## config.mk

```make
export PLATFORM = sky130hd
export DESIGN_NAME = clh_front
export DESIGN_NICKNAME = d
export VERILOG_FILES = /design/src/clh_pkg.sv /design/src/clh_front.sv
export SDC_FILE = /design/constraint.sdc
export NUM_CORES = 1
export LEC_CHECK = 0
export BUFFER_PORTS_ARGS = -buffer_cell sky130_fd_sc_hd__buf_2
export CAP_MARGIN = 10
export CORE_AREA = 2 2 96 98
export CTS_CLUSTER_DIAMETER = 80
export DETAILED_ROUTE_END_ITERATION = 12
export DIE_AREA = 0 0 98 100
export PLACE_DENSITY = 0.63
export SLEW_MARGIN = 20
export SYNTH_ARGS = -nofsm -noshare
export SYNTH_HDL_FRONTEND = slang
export SYNTH_SLANG_ARGS = --single-unit
```

## constraint.sdc

```tcl
create_clock -name clk -period 1.5 [get_ports clk]
set_input_delay 0.075 -clock clk [delete_from_list [all_inputs] [get_ports clk]]
set_output_delay 0.075 -clock clk [all_outputs]
set_load 0.02 [all_outputs]
```

## src/clh_pkg.sv

```systemverilog
// Shared types and constants of the command latency histogram.
package clh_pkg;

	localparam int KINDS_DEF      = 256;
	localparam int BOUNDARIES_DEF = 16;
	localparam int QUEUE_DEPTH    = 2;

	localparam int KIND_W = 10;
	localparam int BIN_W  = 5;
	localparam int TICK_W = 64;
	localparam int CNT_W  = 64;

	typedef enum logic [1:0] {
		OP_RECORD = 2'd0,
		OP_READ   = 2'd1,
		OP_CLEAR  = 2'd2,
		OP_WBOUND = 2'd3
	} op_t;

	typedef struct packed {
		op_t                op;
		logic [KIND_W-1:0]  kind;
		logic [TICK_W-1:0]  data;
		logic [BIN_W-1:0]   bin;
	} cmd_t;

	typedef struct packed {
		logic [BIN_W-1:0]  chosen_bin;
		logic [CNT_W-1:0]  call_count;
		logic [CNT_W-1:0]  latency_total;
		logic [CNT_W-1:0]  bin_count;
	} res_t;

	typedef struct packed {
		logic init_busy;
	} back_stat_t;

endpackage

```

## src/clh_front.sv

```systemverilog
// Front part: accepts request words, resolves the kind and builds commands.
module clh_front import clh_pkg::*; #(
	parameter int KINDS      = KINDS_DEF,
	parameter int BOUNDARIES = BOUNDARIES_DEF
) (
	input  logic               clk,
	input  logic               arst_n,
	input  logic               push,
	output logic               full,
	input  logic [1:0]         req_type,
	input  logic [15:0]        kind,
	input  logic [TICK_W-1:0]  sample_ticks,
	input  logic [BIN_W-1:0]   bin_index,
	input  logic [TICK_W-1:0]  boundary_ticks,
	input  logic               cfg_we,
	input  logic [KIND_W-1:0]  cfg_data,
	input  back_stat_t         stat,
	input  logic               q_full,
	output logic               q_push,
	output cmd_t               q_data
);

	logic [KIND_W-1:0] fallback_q;
	logic [KIND_W-1:0] fb_res;
	logic [KIND_W-1:0] kind_res;
	logic [BIN_W-1:0]  bin_sel;
	op_t               op;

	always_ff @(posedge clk or negedge arst_n) begin
		if (!arst_n) begin
			fallback_q <= '0;
		end else if (cfg_we) begin
			fallback_q <= cfg_data;
		end
	end

	always_comb begin
		op = op_t'(req_type);
		if ({1'b0, fallback_q} >= (KIND_W + 1)'(KINDS)) begin
			fb_res = KIND_W'(KINDS - 1);
		end else begin
			fb_res = fallback_q;
		end
		if (kind >= 16'(KINDS)) begin
			kind_res = fb_res;
		end else begin
			kind_res = kind[KIND_W-1:0];
		end
		if (op == OP_READ && bin_index > BIN_W'(BOUNDARIES)) begin
			bin_sel = BIN_W'(BOUNDARIES);
		end else begin
			bin_sel = bin_index;
		end
	end

	assign full        = q_full || stat.init_busy;
	assign q_push      = push && !full;
	assign q_data.op   = op;
	assign q_data.kind = kind_res;
	assign q_data.data = (op == OP_WBOUND) ? boundary_ticks : sample_ticks;
	assign q_data.bin  = bin_sel;

endmodule

```

## Yosys cells after proc, flatten, opt, wreduce, memory -nomap -nowiden

Cells that the tools add are included.

| word-level totals | value |
|---|---|
| register bits | 10 |
| output and inout port bits | 83 |

| cells by class | value |
|---|---|
| $lt $le $gt $ge | 3 |
| mux-type cells | 4 |
| equality and inequality tests | 2 |
| reductions and logical operators | 4 |

Operator list:

| kind | count |
|---|---|
| 64-bit two-way mux | 1 |
| 10-bit two-way mux | 2 |
| 16-bit by 9-bit greater-or-equal comparator with 1-bit output (second input constant) | 1 |
| 10-bit by 9-bit greater-or-equal comparator with 1-bit output (second input constant) | 1 |
| 5-bit greater-than comparator (second input constant) | 1 |
| 5-bit two-way mux | 1 |
| 2-bit by 1-bit == test with 1-bit output (second input constant) | 1 |
| 2-bit == test (second input constant) | 1 |
| 1-bit logical AND | 2 |
| 1-bit zero test | 1 |
| 1-bit logical OR | 1 |

## Longest topological paths before layout

| depth | value |
|---|---|
| depth after elaboration | 3 |
| depth in mapped cells | 3 |
| depth with buffers taken out | 3 |

## Worst setup path before layout

No wires, ideal clock.

| path | value |
|---|---|
| path type | register to output |
| start | reg fallback_q[9] |
| end | out q_data[69] in the netlist's numbering |
| stages on the path, launching flop included | 3 |
| path slack | 0.348 ns |
| required time | 1.425 ns |
| arrival | 1.077 ns |
| path buffers | 0 |
| cell sequence | dfrtp_1 -> or3_1 -> mux2_2 |

RTL lines:

| item | RTL line | RTL |
|---|---|---|
| from (decl) | clh_front.sv:23 | `logic [KIND_W-1:0] fallback_q;` |
| from (signal assigned) | clh_front.sv:33 | `fallback_q <= cfg_data;` |
| to (decl) | clh_front.sv:20 | `output cmd_t q_data` |

==> flow_summary_export.csv <==
group,metric,value,unit
hold_path,hp-class,"input port to register",
placed_design,place.gp.congestion,0.8273,
layout,drive_gt1_frac,0.9214,
synth,synth_edf_count,0,
synth,yosysUniqueCellTypes,14,
pwr,power_density,530.7,nW/um^2
synth,synth_top_area_cell,"mux2_2",
setup_path,r2r_cells,2,
hold_path,hold_depth,2,
layout,syn_to_final_growth,109.3,%
setup_path,critical_path_class,"register to primary output",
pwr,clkPwrFrac,0.181,
sta,drv_slew,0,
synth,yosysMostFrequentCell,"mux2_2",
synth,ys_seq_area_frac,0.1837,
sta,setup_ws,-0.09928,ns
route,first_pass_iters,3,
route,num_vias,1946,
route,antenna_left,0,
sta,rsz0062_at_grt,"true",
pwr,ir_worst_vdd,0.4672,mV
clocking,cts.sinks,10,
grt,grt_max_degree,51,
layout,diodes,0,
pwr,pwr-share-comb,0.609,
hold_path,hold_end,"fallback_q[0]",
setup_path,timing.rr.start,"fallback_q[9]",
layout,top_register,"fallback_q",
floorplanning,core,8890,um^2
pwr,leakage,1.564,nW
clocking,cts_tree,"built",
clocking,clkLatencyLatePin,0.23,ns
status,violations,"setup timing",
placed_design,placed_cell_area,2703,um^2
floorplanning,pin_count,250,
synth,ys_ff_latch,10,
route,routed_wl,6.343,mm
grt,first_global_vias,1825,
setup_path,crit_required,1.42,ns
route,route.detailed.drc,0,
layout,stdcell_count,480,
placed_design,place_ws,0.1619,ns
floorplanning,fp-row-count,35,
setup_path,startpoint_type,"register",
grt,grt.overflow.total,0,
route,avgViaCountPerCell,4.054,
sta,finalSetupViolations,8,
clocking,root_buffer,"clkbuf_8",
layout,fin_area,2851,um^2
job,cap_viol_max_count,0,
setup_path,end_kind,"primary output",
layout,largest_reg_flops,10,
clocking,ctsLongestPathBuffers,2,
synth,synth_area_leaders,"mux2_2 (68%), dfrtp_1 (18%), or3_1 (3.7%)",
layout,largestRegisters,"fallback_q (10)",
sta,period_share,1.066,
grt,grt_pass1_wl,8.618,mm
synth,synth_top_area_share,0.6777,
grt,grt_usage,0.1058,
synth,synth_flop_cell,"dfrtp_1",
synth,syn-cell-area,1363,um^2
route,drt_iter0_markers,33,
layout,utilization,0.3208,
synth,synthArstFlopShare,1.000,
setup_path,path_max_fanout,4,
setup_path,rrSetupSlack,0.58,ns
synth,ys_top_cells_by_count,"mux2_2 (82), dfrtp_1 (10), or3_1 (8)",
pwr,internal-power,0.0009502,W
clocking,htree_levels,1,
floorplanning,die-height,100,um
synth,syn_inst,125,
sta,hold_viol,0,
sta,fmax,625.3,MHz
pwr,power.switching,0.0005630,W
floorplanning,fp.dieW,98,um
synth,yosysWarnings,0,
setup_path,critPathArrivalTime,1.52,ns
sta,period_needed,1.599,ns
clocking,clk_pin_slew,0.04,ns
placed_design,dp_hpwl,5.535,mm
pwr,seq_power_share,0.211,
layout,fin_nets,538,
floorplanning,start_util,0.1533,
setup_path,r2r-end,"fallback_q[9]",
grt,antenna_found_initial,0,
clocking,numCtsBuffers,3,
floorplanning,die-area,9800,um^2
sta,fin_skew,0,ns
pwr,p_sw_frac,0.3721,
placed_design,placedCellCount,474,
synth,syn_area_per_cell,10.90,um^2
status,status,"finished, violations left",
hold_path,min_from,"cfg_data[0]",
placed_design,io_buffers,247,
sta,fin_setup_tns,-0.5064,ns
route,wl_per_cell,13.21,um
## worst max-delay path, cell delays in order, from the launching register on
cell	delay, ns
dfrtp_2	0.43
buf_6	0.13
or3_1	0.32
mux2_4	0.28
buf_6	0.14
## through the flow
stage | power, W | hold slack (ns)
2_1_floorplan | 0.0008068 | -0.2206
6_report | 0.001513 | 0.07159
3_5_place_dp | 0.001193 | -0.05171
5_1_grt | 0.001607 | 0.07856
4_1_cts | 0.001477 | 0.06946
3_3_place_gp | 0.001183 | -0.05724
## power groups by stage
stage               clock network [W]  registers [W]  logic (W)
finish                       0.000274       0.000319   0.000921
detailed placement                  0       0.000323   0.000870
CTS                          0.000280       0.000320   0.000877
global placement                    0       0.000322   0.000861
floorplan                           0       0.000314   0.000493
global route                 0.000297       0.000323   0.000987
## worst max-delay path by stage
stage	from	to	slack, ns	depth (start not counted)
floorplan	fallback_q[9]	q_data[69]	0.35	2
global placement	fallback_q[9]	q_data[72]	0.19	3
detailed placement	fallback_q[9]	q_data[72]	0.16	3
CTS	fallback_q[9]	q_data[72]	-0.08	3
global route	fallback_q[9]	q_data[73]	-0.14	4
finish	fallback_q[9]	q_data[73]	-0.1	4
## final cells by class
cell class,instances,area [um^2]
Timing Repair Buffer,252,1346
Multi-Input combinational cell,103,1069
Tap cell,111,138.9
Inverter,1,3.754
Clock buffer,3,41.29
Fill cell,924,6038
Sequential cell,10,252.7
## timing repair
action | 4_1_cts | 5_1_grt
hold endpoints to repair | 10 | 0
buffers inserted | 0 | 2
resized for setup | 1 | 27
pin swaps | 0 | 7
hold buffers | 1 | 0
setup endpoints to repair | 8 | 8
## placed cells by master (no fill, tap or decap), types with 2 or more instances in the layout
cell type,count
buf_2,239
or3_1,8
clkbuf_8,3
mux2_4,6
nor4_1,2
dfrtp_2,2
buf_6,10
and2_1,4
conb_1,2
mux2_2,76
dfrtp_1,8
## logic make-up (layout without fill, tap and decap cells)
| kind of cell | after synthesis | count (layout) | synth area share |
|---|---|---|---|
| buffers and inverters | 13 | 256 | 0.05325 |
| DFF | 10 | 10 | 0.1837 |
| muxes | 82 | 82 | 0.6777 |
| other | 1 | 2 | 0.002752 |
| and+or+nand+nor | 19 | 19 | 0.08265 |
## metal layers
| layer | up-vias | part of all wire | wire length (um) | global-route usage |
|---|---|---|---|---|
| met3 | 5 | 0.089 | 567 | 0.01671 |
| met5 | - | 0 | 0 | 0 |
| met1 | 881 | 0.39 | 2451 | 0.1306 |
| li1 | 947 | - | - | - |
| met4 | 0 | 0.0065 | 41 | 0.02244 |
| met2 | 113 | 0.52 | 3281 | 0.1944 |
(Power assumes the default switching activity.)
