<file path="config.mk">
export PLATFORM = sky130hd
export DESIGN_NAME = clh_fifo
export DESIGN_NICKNAME = d
export VERILOG_FILES = /design/src/clh_pkg.sv /design/src/clh_fifo.sv
export SDC_FILE = /design/constraint.sdc
export NUM_CORES = 1
export LEC_CHECK = 0
export BUFFER_PORTS_ARGS = -buffer_cell sky130_fd_sc_hd__buf_2
export CAP_MARGIN = 20
export CORE_AREA = 2 2 39 41
export DETAILED_ROUTE_END_ITERATION = 7
export DIE_AREA = 0 0 41 43
export GPL_TIMING_DRIVEN = 0
export SLEW_MARGIN = 20
export SYNTH_ARGS = -nofsm -noshare
export SYNTH_HDL_FRONTEND = slang
export SYNTH_SLANG_ARGS = --single-unit
export TNS_END_PERCENT = 30
</file>
<file path="constraint.sdc">
create_clock -name clk -period 3.8 [get_ports clk]
set_input_delay 0.76 -clock clk [delete_from_list [all_inputs] [get_ports clk]]
set_output_delay 0.76 -clock clk [all_outputs]
set_load 0.02 [all_outputs]
</file>
<file path="src/clh_pkg.sv">
// Shared types and constants of the command latency histogram.
package clh_pkg;

	localparam int KINDS_DEF      = 256;
	localparam int BOUNDARIES_DEF = 16;
	localparam int QUEUE_DEPTH    = 2;

	localparam int KIND_W = 10;
	localparam int BIN_W  = 5;
	localparam int TICK_W = 64;
	localparam int CNT_W  = 64;

	typedef enum logic [1:0] {
		OP_RECORD = 2'd0,
		OP_READ   = 2'd1,
		OP_CLEAR  = 2'd2,
		OP_WBOUND = 2'd3
	} op_t;

	typedef struct packed {
		op_t                op;
		logic [KIND_W-1:0]  kind;
		logic [TICK_W-1:0]  data;
		logic [BIN_W-1:0]   bin;
	} cmd_t;

	typedef struct packed {
		logic [BIN_W-1:0]  chosen_bin;
		logic [CNT_W-1:0]  call_count;
		logic [CNT_W-1:0]  latency_total;
		logic [CNT_W-1:0]  bin_count;
	} res_t;

	typedef struct packed {
		logic init_busy;
	} back_stat_t;

endpackage

</file>
<file path="src/clh_fifo.sv">
// Small register queue used between the front, the back and the result port.
module clh_fifo import clh_pkg::*; #(
	parameter int WIDTH = 1,
	parameter int DEPTH = QUEUE_DEPTH
) (
	input  logic             clk,
	input  logic             arst_n,
	input  logic             push,
	input  logic [WIDTH-1:0] din,
	output logic             full,
	input  logic             pop,
	output logic [WIDTH-1:0] dout,
	output logic             empty
);

	localparam int PW = (DEPTH > 1) ? $clog2(DEPTH) : 1;
	localparam int CW = $clog2(DEPTH + 1);

	logic [WIDTH-1:0] mem_q [DEPTH];
	logic [PW-1:0]    wr_q;
	logic [PW-1:0]    rd_q;
	logic [CW-1:0]    cnt_q;
	logic             do_push;
	logic             do_pop;

	assign full    = (cnt_q == CW'(DEPTH));
	assign empty   = (cnt_q == '0);
	assign do_push = push && !full;
	assign do_pop  = pop && !empty;
	assign dout    = mem_q[rd_q];

	always_ff @(posedge clk) begin
		if (do_push) begin
			mem_q[wr_q] <= din;
		end
	end

	always_ff @(posedge clk or negedge arst_n) begin
		if (!arst_n) begin
			wr_q  <= '0;
			rd_q  <= '0;
			cnt_q <= '0;
		end else begin
			if (do_push) begin
				wr_q <= (wr_q == PW'(DEPTH - 1)) ? '0 : wr_q + PW'(1);
			end
			if (do_pop) begin
				rd_q <= (rd_q == PW'(DEPTH - 1)) ? '0 : rd_q + PW'(1);
			end
			if (do_push && !do_pop) begin
				cnt_q <= cnt_q + CW'(1);
			end else if (do_pop && !do_push) begin
				cnt_q <= cnt_q - CW'(1);
			end
		end
	end

endmodule

</file>
Yosys cells after proc, flatten, opt, wreduce, memory -nomap -nowiden
Memories as Yosys holds them, arrays and structs flattened.
Cells that the tools add are included.
{ "op_classes": {"addsub": 4, "n_mul": 0, "div_mod_pow": 0, "n_lt_le_gt_ge": 0, "n_eq_ne": 1, "shifts": 0, "mux": 6, "n_bitwise": 0, "n_reduce_logical": 10} }
{ "ops": {"columns": ["operator", "count"], "rows": [
  ["$logic_and 1x1->1", 4],
  ["$logic_not 1->1", 4],
  ["$mux 1", 4],
  ["$mux 2", 2],
  ["$add 1x1->1 const B", 2],
  ["$add 2x1->2 const B", 1],
  ["$eq 2x2->1 const B", 1],
  ["$logic_not 2->1", 1],
  ["$reduce_bool 2->1", 1],
  ["$sub 2x1->2 const B", 1]
]} }
{ "word_totals": {"regBits": 4, "latch_bits": 0, "ram_bits": 2, "romBits": 0, "inputBits": 5, "output_inout_bits": 3, "memories": 1} }
{ "memory_table": {"columns": ["memory", "depth", "width", "rd", "rd_ports_with_merged_regs", "write_ports", "line", "text"], "rows": [
  ["mem_q", 2, 1, 1, 0, 1, "clh_fifo.sv:19", "logic [WIDTH-1:0] mem_q [DEPTH];"]
]} }

Logic depth before layout (Yosys ltp)
Gate-level depths: netlist of the first run.
{ "logic_depth": {"depth_word": 7, "mapped_depth": 7, "mapped_depth_nobuf": 7} }

Least setup slack after synthesis of the first run
No wires, ideal clock.
{ "synth_timing": {"path_type": "input to register", "from": "input port push", "to": "register cnt_q[1]", "setup_time_ns": 0.079, "arrival_ns": 1.440, "required_ns": 3.721, "slack_ns": 2.281, "stages": 5, "cell_sequence": "nand2_1 -> inv_1 -> ha_1 -> nor2_1 -> xor2_1"} }
{ "synth_between": {"elab_chain_cells": 4, "elab_cells_between_ends": 6} }
{ "synth_rtl": {"columns": ["element", "line", "text"], "rows": [
  ["from (decl)", "clh_fifo.sv:8", "input logic push,"],
  ["$logic_and 1x1->1 *", "clh_fifo.sv:28", "assign do_push = push && !full;"],
  ["$logic_not 1->1", "clh_fifo.sv:52", "end else if (do_pop && !do_push) begin"],
  ["$logic_and 1x1->1", "clh_fifo.sv:52", null],
  ["$reduce_bool 2->1 (no source line)", null, null],
  ["to (signal assigned)", "clh_fifo.sv:51", "cnt_q <= cnt_q + CW'(1);"],
  ["to (signal assigned)", "clh_fifo.sv:53", "cnt_q <= cnt_q - CW'(1);"],
  ["to (decl)", "clh_fifo.sv:22", "logic [CW-1:0] cnt_q;"]
]} }
Mark *: on every way between the ends. The rest lies on a longest branch, timed or not.
A chain may end at the register's enable or synchronous reset.

Worst setup path after layout of the first run
{ "layout_timing": {"from": "register rd_q", "to": "output port dout"} }
{ "layout_between": {"elab_chain_cells": 1} }
{ "layout_rtl": {"columns": ["element", "line", "text"], "rows": [
  ["from (decl)", "clh_fifo.sv:21", "logic [PW-1:0] rd_q;"],
  ["from (signal assigned)", "clh_fifo.sv:48", "rd_q <= (rd_q == PW'(DEPTH - 1)) ? '0 : rd_q + PW'(1);"],
  ["$mem_v2 2x1", null, null],
  ["to (decl)", "clh_fifo.sv:12", "output logic [WIDTH-1:0] dout,"]
]} }
Every way passes these cells.

==> flow_summary.toml, run 1 <==
[status]
status = "finished clean"

[clock_network]
clk_latency_ns = 0.24
clkSinkCount = 6
path_clk_slew_ns = 0.05
cts_tree = "built"
postCtsSetupRepairBufs = 0
cts_max_path_buffers = 2
ctsHoldBuffers = 0
numCtsBuffers = 3
root_buffer = "clkbuf_4"
cts_resized = 0
htree_levels = 1

[die]
io_pins = 8
coreArea_um2 = 1380
initial_core_util = 0.193
die_x_um = 41
fp.dieH_um = 43
rows = 14
die-area_um2 = 1760

[placement]
portBuffers = 7
dp.cells = 45
pre_cts_slack_ns = 2.11
place_congestion = 0.681
dpl_cell_area_um2 = 323
hpwl_um = 325

[route]
routedWlPerCell_um = 8.27
vias = 175
drc = 0
drt-initial-drc-count = 1
final_antenna_net_count = 0
routed_via_density = 3.57
wl_um = 405
dr.pass1.iters = 3

[worst_setup_path]
crit_end = "dout"
r2r_slack_ns = 2.35
worst-endpoint-required_ns = 3.04
endpoint_kind = "primary output"
worstPathMaxFanout = 2
r2r-start = "cnt_q[0]"
arrival_ns = 1.09
cp-start-kind = "register"
critPathKind = "register to primary output"
reg2regPathDepth = 7
r2r-end = "cnt_q[1]"
critPathLaunch = "rd_q"

[cells_and_area]
layout_common_cells = "7 x buf_2, 4 x dfrtp_1, 3 x nor2_1, 3 x xnor2_1, 3 x clkbuf_4"
stdcell_count = 49
drive_gt1_frac = 0.333
final_area_um2 = 349
final_common_cell = "buf_2"
antenna_cells = 0
fin_nets = 40
final_core_util = 0.252
synthToLayoutAreaGrowth_pct = 30.4

[synth]
syn_area_um2 = 268
syn_nets = 28
synth_top_family_by_area = "XOR/XNOR gates"
synth-adder-area-share = 0.0467
ys_types = 12
netlist_instances = 22
synth.area.mux_share = 0.0421
yosys_warnings = 0
syn_area_per_cell_um2 = 12.2
synth-simple-area-share = 0.103
ys_ff_latch = 6
synth-compound-area-share = 0.0187
synth_xor_area_frac = 0.164
yosysSeqAreaShare = 0.598

[pwr]
seq_power_share = 0.398
vdd_drop_max_mv = 0.239
clockPowerShare = 0.210
swShare = 0.362
power.switching_uw = 110
power_frac_comb = 0.392
leakage_nw = 0.170
powerDensity_nw_per_um2 = 872
internal_power_uw = 194

[sta]
setup_viol = 0
fmax_mhz = 540
skew_ns = 0.00486
final_max_slew_viol_count = 0
finalHoldViolations = 0
fin_ws_ns = 1.95
max_slew_margin = 0.855
fin_crit_sh = 0.488
rsz0062_at_grt = "false"
setup_tns_ns = 0
fin_crit_ns = 1.85
tightest_slew_ns = 0.216

[global_route]
antenna_found_initial = 0
grt_pass1_wl_um = 690
gr-total-overflow = 0
grt_use_total = 0.0666
grt_max_degree = 6
grt_pass1_vias = 184

[run]
drv_cap = 0

[hold_path]
hold_path_class = "input port to async pin"
-- cells by family (layout without fill, tap and decap cells) --
group / after synthesis / count (layout)
flops: 6 / 6
simple gates: 6 / 6
xor+xnor: 5 / 5
buf+inv: 2 / 13
fa+ha+maj: 1 / 1
compound gates: 1 / 1
mux: 1 / 1
-- worst min-delay path by stage --
stage                     startpoint  depth (start not counted)    to  slack [ns]
after floorplan                 rd_q                          1  rd_q        0.45
after global placement          rd_q                          1  rd_q        0.48
after CTS                     arst_n                          1  wr_q        0.31
after detailed placement        rd_q                          1  rd_q        0.48
after global routing          arst_n                          1  wr_q        0.30
final                         arst_n                          1  wr_q        0.31
-- sequential cells by signal (all words and copies together) (netlist names) --
register,cells
wr_q,1
cnt_q,2
mem_q,2
rd_q,1
-- layer usage --
metal  share of wire  track usage  vias up  wire [µm]
met4           0.017       0.0800        0          7
met2            0.44       0.0781        4        179
met3           0.064       0.0471        2         26
met1            0.47       0.0654       76        192
li1                -            -       93          -
met5               0            0        -          0
-- worst max-delay path: stages (launching register included) --
cell	delay, ns
dfrtp_1	0.37
mux2_2	0.33
buf_2	0.15
-- Yosys cell counts --
cell type,n,area (µm²)
inv_1,2,7.51
edfxtp_1,2,60.1
nand2b_1,1,6.26
nand2_1,1,3.75
dfrtp_1,4,100
and3_1,1,6.26
mux2_2,1,11.3
xnor2_1,3,26.3
ha_1,1,12.5
o21ai_1,1,5.00
nor2_1,3,11.3
xor2_1,2,17.5
-- per-stage QoR --
stage          hold WS [ns]  power, mW
2_1_floorplan         0.455      0.212
3_3_place_gp          0.478      0.240
3_5_place_dp          0.481      0.242
4_1_cts               0.310      0.309
5_1_grt               0.301      0.333
6_report              0.315      0.304
-- power by group through the flow --
stage | logic, mW | clock network, mW | registers, mW
after floorplan | 0.0945 | 0 | 0.118
after global placement | 0.118 | 0 | 0.122
after detailed placement | 0.120 | 0 | 0.122
after CTS | 0.122 | 0.0666 | 0.121
after global routing | 0.134 | 0.0729 | 0.126
final | 0.119 | 0.0639 | 0.121
-- cell type report --
class                   instances  area, µm²
inverters                       2       7.51
multi-input cells              14        100
flip-flops and latches          6        160
repair buffers                  7       35.0
fillers                       153       1030
clock buffers                   4       26.3
well taps                      16       20.0
(Power assumes the default switching activity.)
==> run 2, diff against run 1 <==
clock period = 1.6 ns   (was 3.8 ns; I/O delays follow)
==> run 2 against run 1 <==
  * Die area unchanged
  * Utilization increased by 0.72 points
  * First-iteration DRC count unchanged
  * Via count increased by 1.7%
  * Critical path depth increased by 5
  * Count of clock-buffer cells in the layout unchanged
  * Sequential power increased by 140%
  * Highest routed layer unchanged
==> flow_summary.toml, run 2 (synthesis results as in run 1) <==
[pwr]
leakage_nw = 0.174
power.total_uw = 724
powerDensity_nw_per_um2 = 2020
vdd_drop_max_mv = 0.569

[placement]
hpwl_um = 325
portBuffers = 7
place_congestion = 0.681
dpl_cell_area_um2 = 323

[cells_and_area]
drive_gt1_frac = 0.324
final_common_cell = "buf_2"
layout_common_cells = "7 x buf_2, 4 x dfrtp_1, 3 x nor2_1, 3 x xnor2_1, 3 x clkbuf_4"
final_area_um2 = 359
final.fill_count = 153
antenna_cells = 0
biggestRegsByFlops = "cnt_q (2), mem_q (2)"
fin_nets = 41
synthToLayoutAreaGrowth_pct = 34.1

[worst_setup_path]
worst-endpoint-required_ns = 1.76
worstPathMaxFanout = 5
critPathKind = "register to register"
arrival_ns = 1.62
endpoint_kind = "register"
cp-start-kind = "register"

[die]
fp.dieH_um = 43
rows = 14
io_pins = 8
coreArea_um2 = 1380
die_x_um = 41
initial_core_util = 0.193
die-area_um2 = 1760

[global_route]
grt_util_met1 = 0.0654
use_met3 = 0.0471
top_usage_layer = "met4"
grt_pass1_vias = 184
gr-total-overflow = 0
met2_usage = 0.0781
grt_max_degree = 6
grt_pass1_wl_um = 690
grt_use_total = 0.0666
antenna_found_initial = 0

[clock_network]
clk_latency_ns = 0.24
numCtsBuffers = 3
root_buffer = "clkbuf_4"
cts_resized = 0
cts_tree = "built"
cts_max_path_buffers = 2
clkSinkCount = 6
htree_levels = 1
path_clk_slew_ns = 0.05

[sta]
worst_hold_slack_ns = 0.265
fmax_mhz = 687
finalHoldViolations = 0
setup_tns_ns = 0
fin_crit_sh = 0.909
skew_ns = 0.00486
rsz0062_at_grt = "false"
final_max_slew_viol_count = 0
fin_crit_ns = 1.45
tightest_slew_ns = 0.216
setup_viol = 0
max_slew_margin = 0.855

[route]
drc = 0
routedWlPerCell_um = 8.26
dr.pass1.iters = 3
final_antenna_net_count = 0
routed_via_density = 3.56
vias = 178
drt-initial-drc-count = 1
wl_um = 413

[status]
status = "finished clean"

[run]
drv_cap = 0

[hold_path]
hold_path_class = "input port to register"
==> run 2: cell types whose count changed in the layout (fill, tap and decap cells not counted) <==
cell	change
dlygate4sd3_1	+1
==> run 2: worst paths after layout <==
| kind | start | cells after the start | end | slack [ns] |
|---|---|---|---|---|
| worst max-delay path | cnt_q[0] | 7 | cnt_q[1] | 0.15 |
| worst min-delay path | din | 1 | mem_q[1] | 0.26 |
| worst max register to register | cnt_q[0] | 7 | cnt_q[1] | 0.15 |
| worst min register to register | rd_q | 1 | rd_q | 0.48 |
| max in group asynchronous | arst_n | 2 | cnt_q[0] | 1.06 |
| min in group asynchronous | arst_n | 2 | wr_q | 0.41 |
==> run 2: power by group <==
part           switching [mW]  total, mW  internal, mW
registers              0.0575      0.288         0.230
clock network          0.0571      0.152        0.0946
logic                   0.147      0.285         0.138
total                   0.262      0.724         0.463
==> run 2: stage by stage <==
| step | cells | worst slack [ns] | utilization |
|---|---|---|---|
| after detailed placement | 45 | 0.140 | 0.233 |
| after floorplan | 22 | 0.239 | - |
| final | 50 | 0.145 | 0.259 |
| after global placement | 45 | 0.150 | 0.233 |
| after CTS | 50 | 0.128 | 0.259 |
| after global routing | 50 | 0.0432 | 0.259 |
==> run 2: final cells by class <==
class                      count  area [µm²]  area share
timing repair buffer           8        45.0       0.125
tap                           16        20.0      0.0557
inverter                       2        7.51      0.0209
sequential                     6         160       0.446
multi-input combinational     14         100       0.279
clock buffer                   4        26.3      0.0732
==> run 2: critical path, cell delays in order (launching register included) <==
cell and delay, ns:
dfrtp_1 0.42, nand2b_1 0.20, nand2_1 0.13, inv_1 0.05
ha_1 0.18, xor2_1 0.14, nor2_1 0.11, xor2_1 0.14
==> run 2: routing by layer <==
metal / part of all wire / up-vias
li1: - / 95
met1: 0.48 / 77
met2: 0.43 / 4
met3: 0.065 / 2
met4: 0.017 / 0
met5: 0 / -
==> run 2: repair_timing <==
| item | in CTS | in global routing |
|---|---|---|
| hold buffers | 1 | 0 |
| endpoints found under the setup margin | 0 | 0 |
| endpoints found under the hold margin | 4 | 0 |
| setup buffers | 0 | 0 |
==> run 3, diff against run 2 <==
clock period = 1.2 ns   (was 1.6 ns; I/O delays follow)
==> run 3 against run 2 <==
  * The flow now finishes with violations (negative setup slack)
  * Critical path depth stayed put
  * Largest power group is now combinational cells
  * Combinational power is 110% higher
  * Maximum frequency is 8.2% higher
  * Non-clock buffer count is 3 higher
  * Sequential power is 42% higher
  * Wire length is 19% higher
  * Die area stayed put
  * Highest routed layer unchanged
  * Hold slack worse by 0.069 ns
  * Global-route usage is 0.49 points higher
  * Utilization is 5.4 points higher
  * Cell count is 6.0% higher
==> flow_summary.toml, run 3 (synthesis results as in run 1) <==
[sta]
fin_crit_sh = 1.12
fin_crit_ns = 1.34
skew_ns = 0.00323
setup_tns_ns = -0.305
fin_ws_ns = -0.145
rsz0062_at_grt = "true"
fmax_mhz = 744
setup_viol = 3
tightest_slew_ns = 0.209
final_max_slew_viol_count = 0
finalHoldViolations = 0
max_slew_margin = 0.861

[pwr]
clockPowerShare = 0.166
internal_power_uw = 778
power.switching_uw = 415
powerDensity_nw_per_um2 = 2750
vdd_drop_max_mv = 0.462
leakage_nw = 0.203
power_frac_comb = 0.491
swShare = 0.348
seq_power_share = 0.343

[die]
io_pins = 8
die_x_um = 41
fp.dieH_um = 43
initial_core_util = 0.193
coreArea_um2 = 1380
die-area_um2 = 1760
rows = 14

[route]
dr.pass1.iters = 1
wl_um = 490
routed_via_density = 3.79
final_antenna_net_count = 0
drt-initial-drc-count = 0
routedWlPerCell_um = 9.25
drc = 0
vias = 201

[worst_setup_path]
crit_chain = "nand2b_4, nand2_4, inv_2, ha_4, xor2_1, nor2_1, xor2_1"
r2r_slack_ns = -0.14
worst-endpoint-required_ns = 1.36
reg2regPathDepth = 7
crit_path_top_delay_cell = "dfrtp_2"
worstPathMaxFanout = 5
slowest_delay_ns = 0.43
arrival_ns = 1.50
endpoint_kind = "register"
critPathKind = "register to register"
cp-start-kind = "register"
crit_top_cell = "xor2_1"
path_buf_inv = 1
r2r-start = "cnt_q[0]"
r2r-end = "cnt_q[1]"
crit_family = "flip-flops"
worst-path-stages = 7

[clock_network]
path_clk_slew_ns = 0.05
root_buffer = "clkbuf_4"
numCtsBuffers = 3
clkSinkCount = 6
cts_tree = "built"
htree_levels = 1
clk_latency_ns = 0.24
cts_max_path_buffers = 2

[cells_and_area]
multi_input_area_um2 = 135
antenna_cells = 0
drive_gt1_frac = 0.568
fin_nets = 44
seqCellArea_um2 = 163
final.fill_count = 143
layout_common_cells = "4 x buf_2, 4 x buf_4, 3 x nor2_1, 3 x xnor2_1, 3 x clkbuf_4"
biggestRegsByFlops = "cnt_q (2), mem_q (2)"
final_area_um2 = 434
synthToLayoutAreaGrowth_pct = 62.1

[global_route]
grt_pass1_wl_um = 752
grt_use_total = 0.0715
gr-total-overflow = 0
antenna_found_initial = 0
grt_max_degree = 6
grt_pass1_vias = 197

[status]
status = "finished, violations left"
violations = "negative setup slack"

[hold_path]
min_path_cells = 1
hold_start = "din"
hold_end = "mem_q[1]"
hold_path_class = "input port to register"

[placement]
portBuffers = 7
place_congestion = 0.601
dpl_cell_area_um2 = 340

[run]
drv_cap = 0
==> run 3: metrics by stage <==
step           std cells   util  hold WS (ns)  total power, mW  setup slack [ns]
6_report              53  0.314         0.196             1.19            -0.145
5_1_grt               53  0.314         0.188             1.29            -0.185
4_1_cts               53  0.314         0.187             1.21            -0.136
2_1_floorplan         22      -       -0.0556            0.721           -0.0850
3_5_place_dp          45  0.246        0.0497            0.828            -0.166
3_3_place_gp          45  0.246        0.0491            0.814            -0.151
==> run 3: cell type report <==
type,count,area share
Sequential cell,6,0.375
Multi-Input combinational cell,14,0.311
Timing Repair Buffer,11,0.190
Clock buffer,4,0.0605
Tap cell,16,0.0461
Inverter,2,0.0173
==> run 3: what timing repair did <==
action                                 in CTS  in global routing
hold buffers                                1                  0
gates cloned                                0                  0
gates resized for setup                    10                  0
pin swaps                                   2                  3
endpoints found under the hold margin       4                  0
setup buffers                               3                  0
setup endpoints to repair                   5                  5
==> run 3: worst register-to-register path, delay by kind of cell, from the launching register on <==
kind	cells	cell delay (ns)
buffers and inverters	1	0.04
adder cells (fa/ha/maj)	1	0.14
flip-flops	1	0.43
AND/OR/NAND/NOR	3	0.37
XOR/XNOR	2	0.28
==> run 3: worst max-delay path by stage <==
stage	endpoint	startpoint	slack, ns
2_1_floorplan	cnt_q[1]	cnt_q[0]	-0.09
3_3_place_gp	cnt_q[1]	cnt_q[1]	-0.15
3_5_place_dp	cnt_q[1]	cnt_q[1]	-0.17
4_1_cts	cnt_q[1]	cnt_q[0]	-0.14
5_1_grt	cnt_q[1]	cnt_q[0]	-0.18
6_report	cnt_q[1]	cnt_q[0]	-0.14
==> run 3: routing by layer <==
metal	track usage	vias to the layer above	part of all wire
li1	-	103	-
met1	0.0682	86	0.40
met2	0.100	8	0.49
met3	0	4	0.037
met4	0.120	0	0.071
met5	0	-	0
==> run 3: power groups by stage <==
| stage | sequential (mW) | clock, mW | combinational (mW) |
|---|---|---|---|
| after global placement | 0.401 | 0 | 0.413 |
| after global routing | 0.429 | 0.220 | 0.637 |
| after floorplan | 0.383 | 0 | 0.338 |
| final | 0.409 | 0.198 | 0.586 |
| after detailed placement | 0.407 | 0 | 0.421 |
| after CTS | 0.414 | 0.206 | 0.591 |
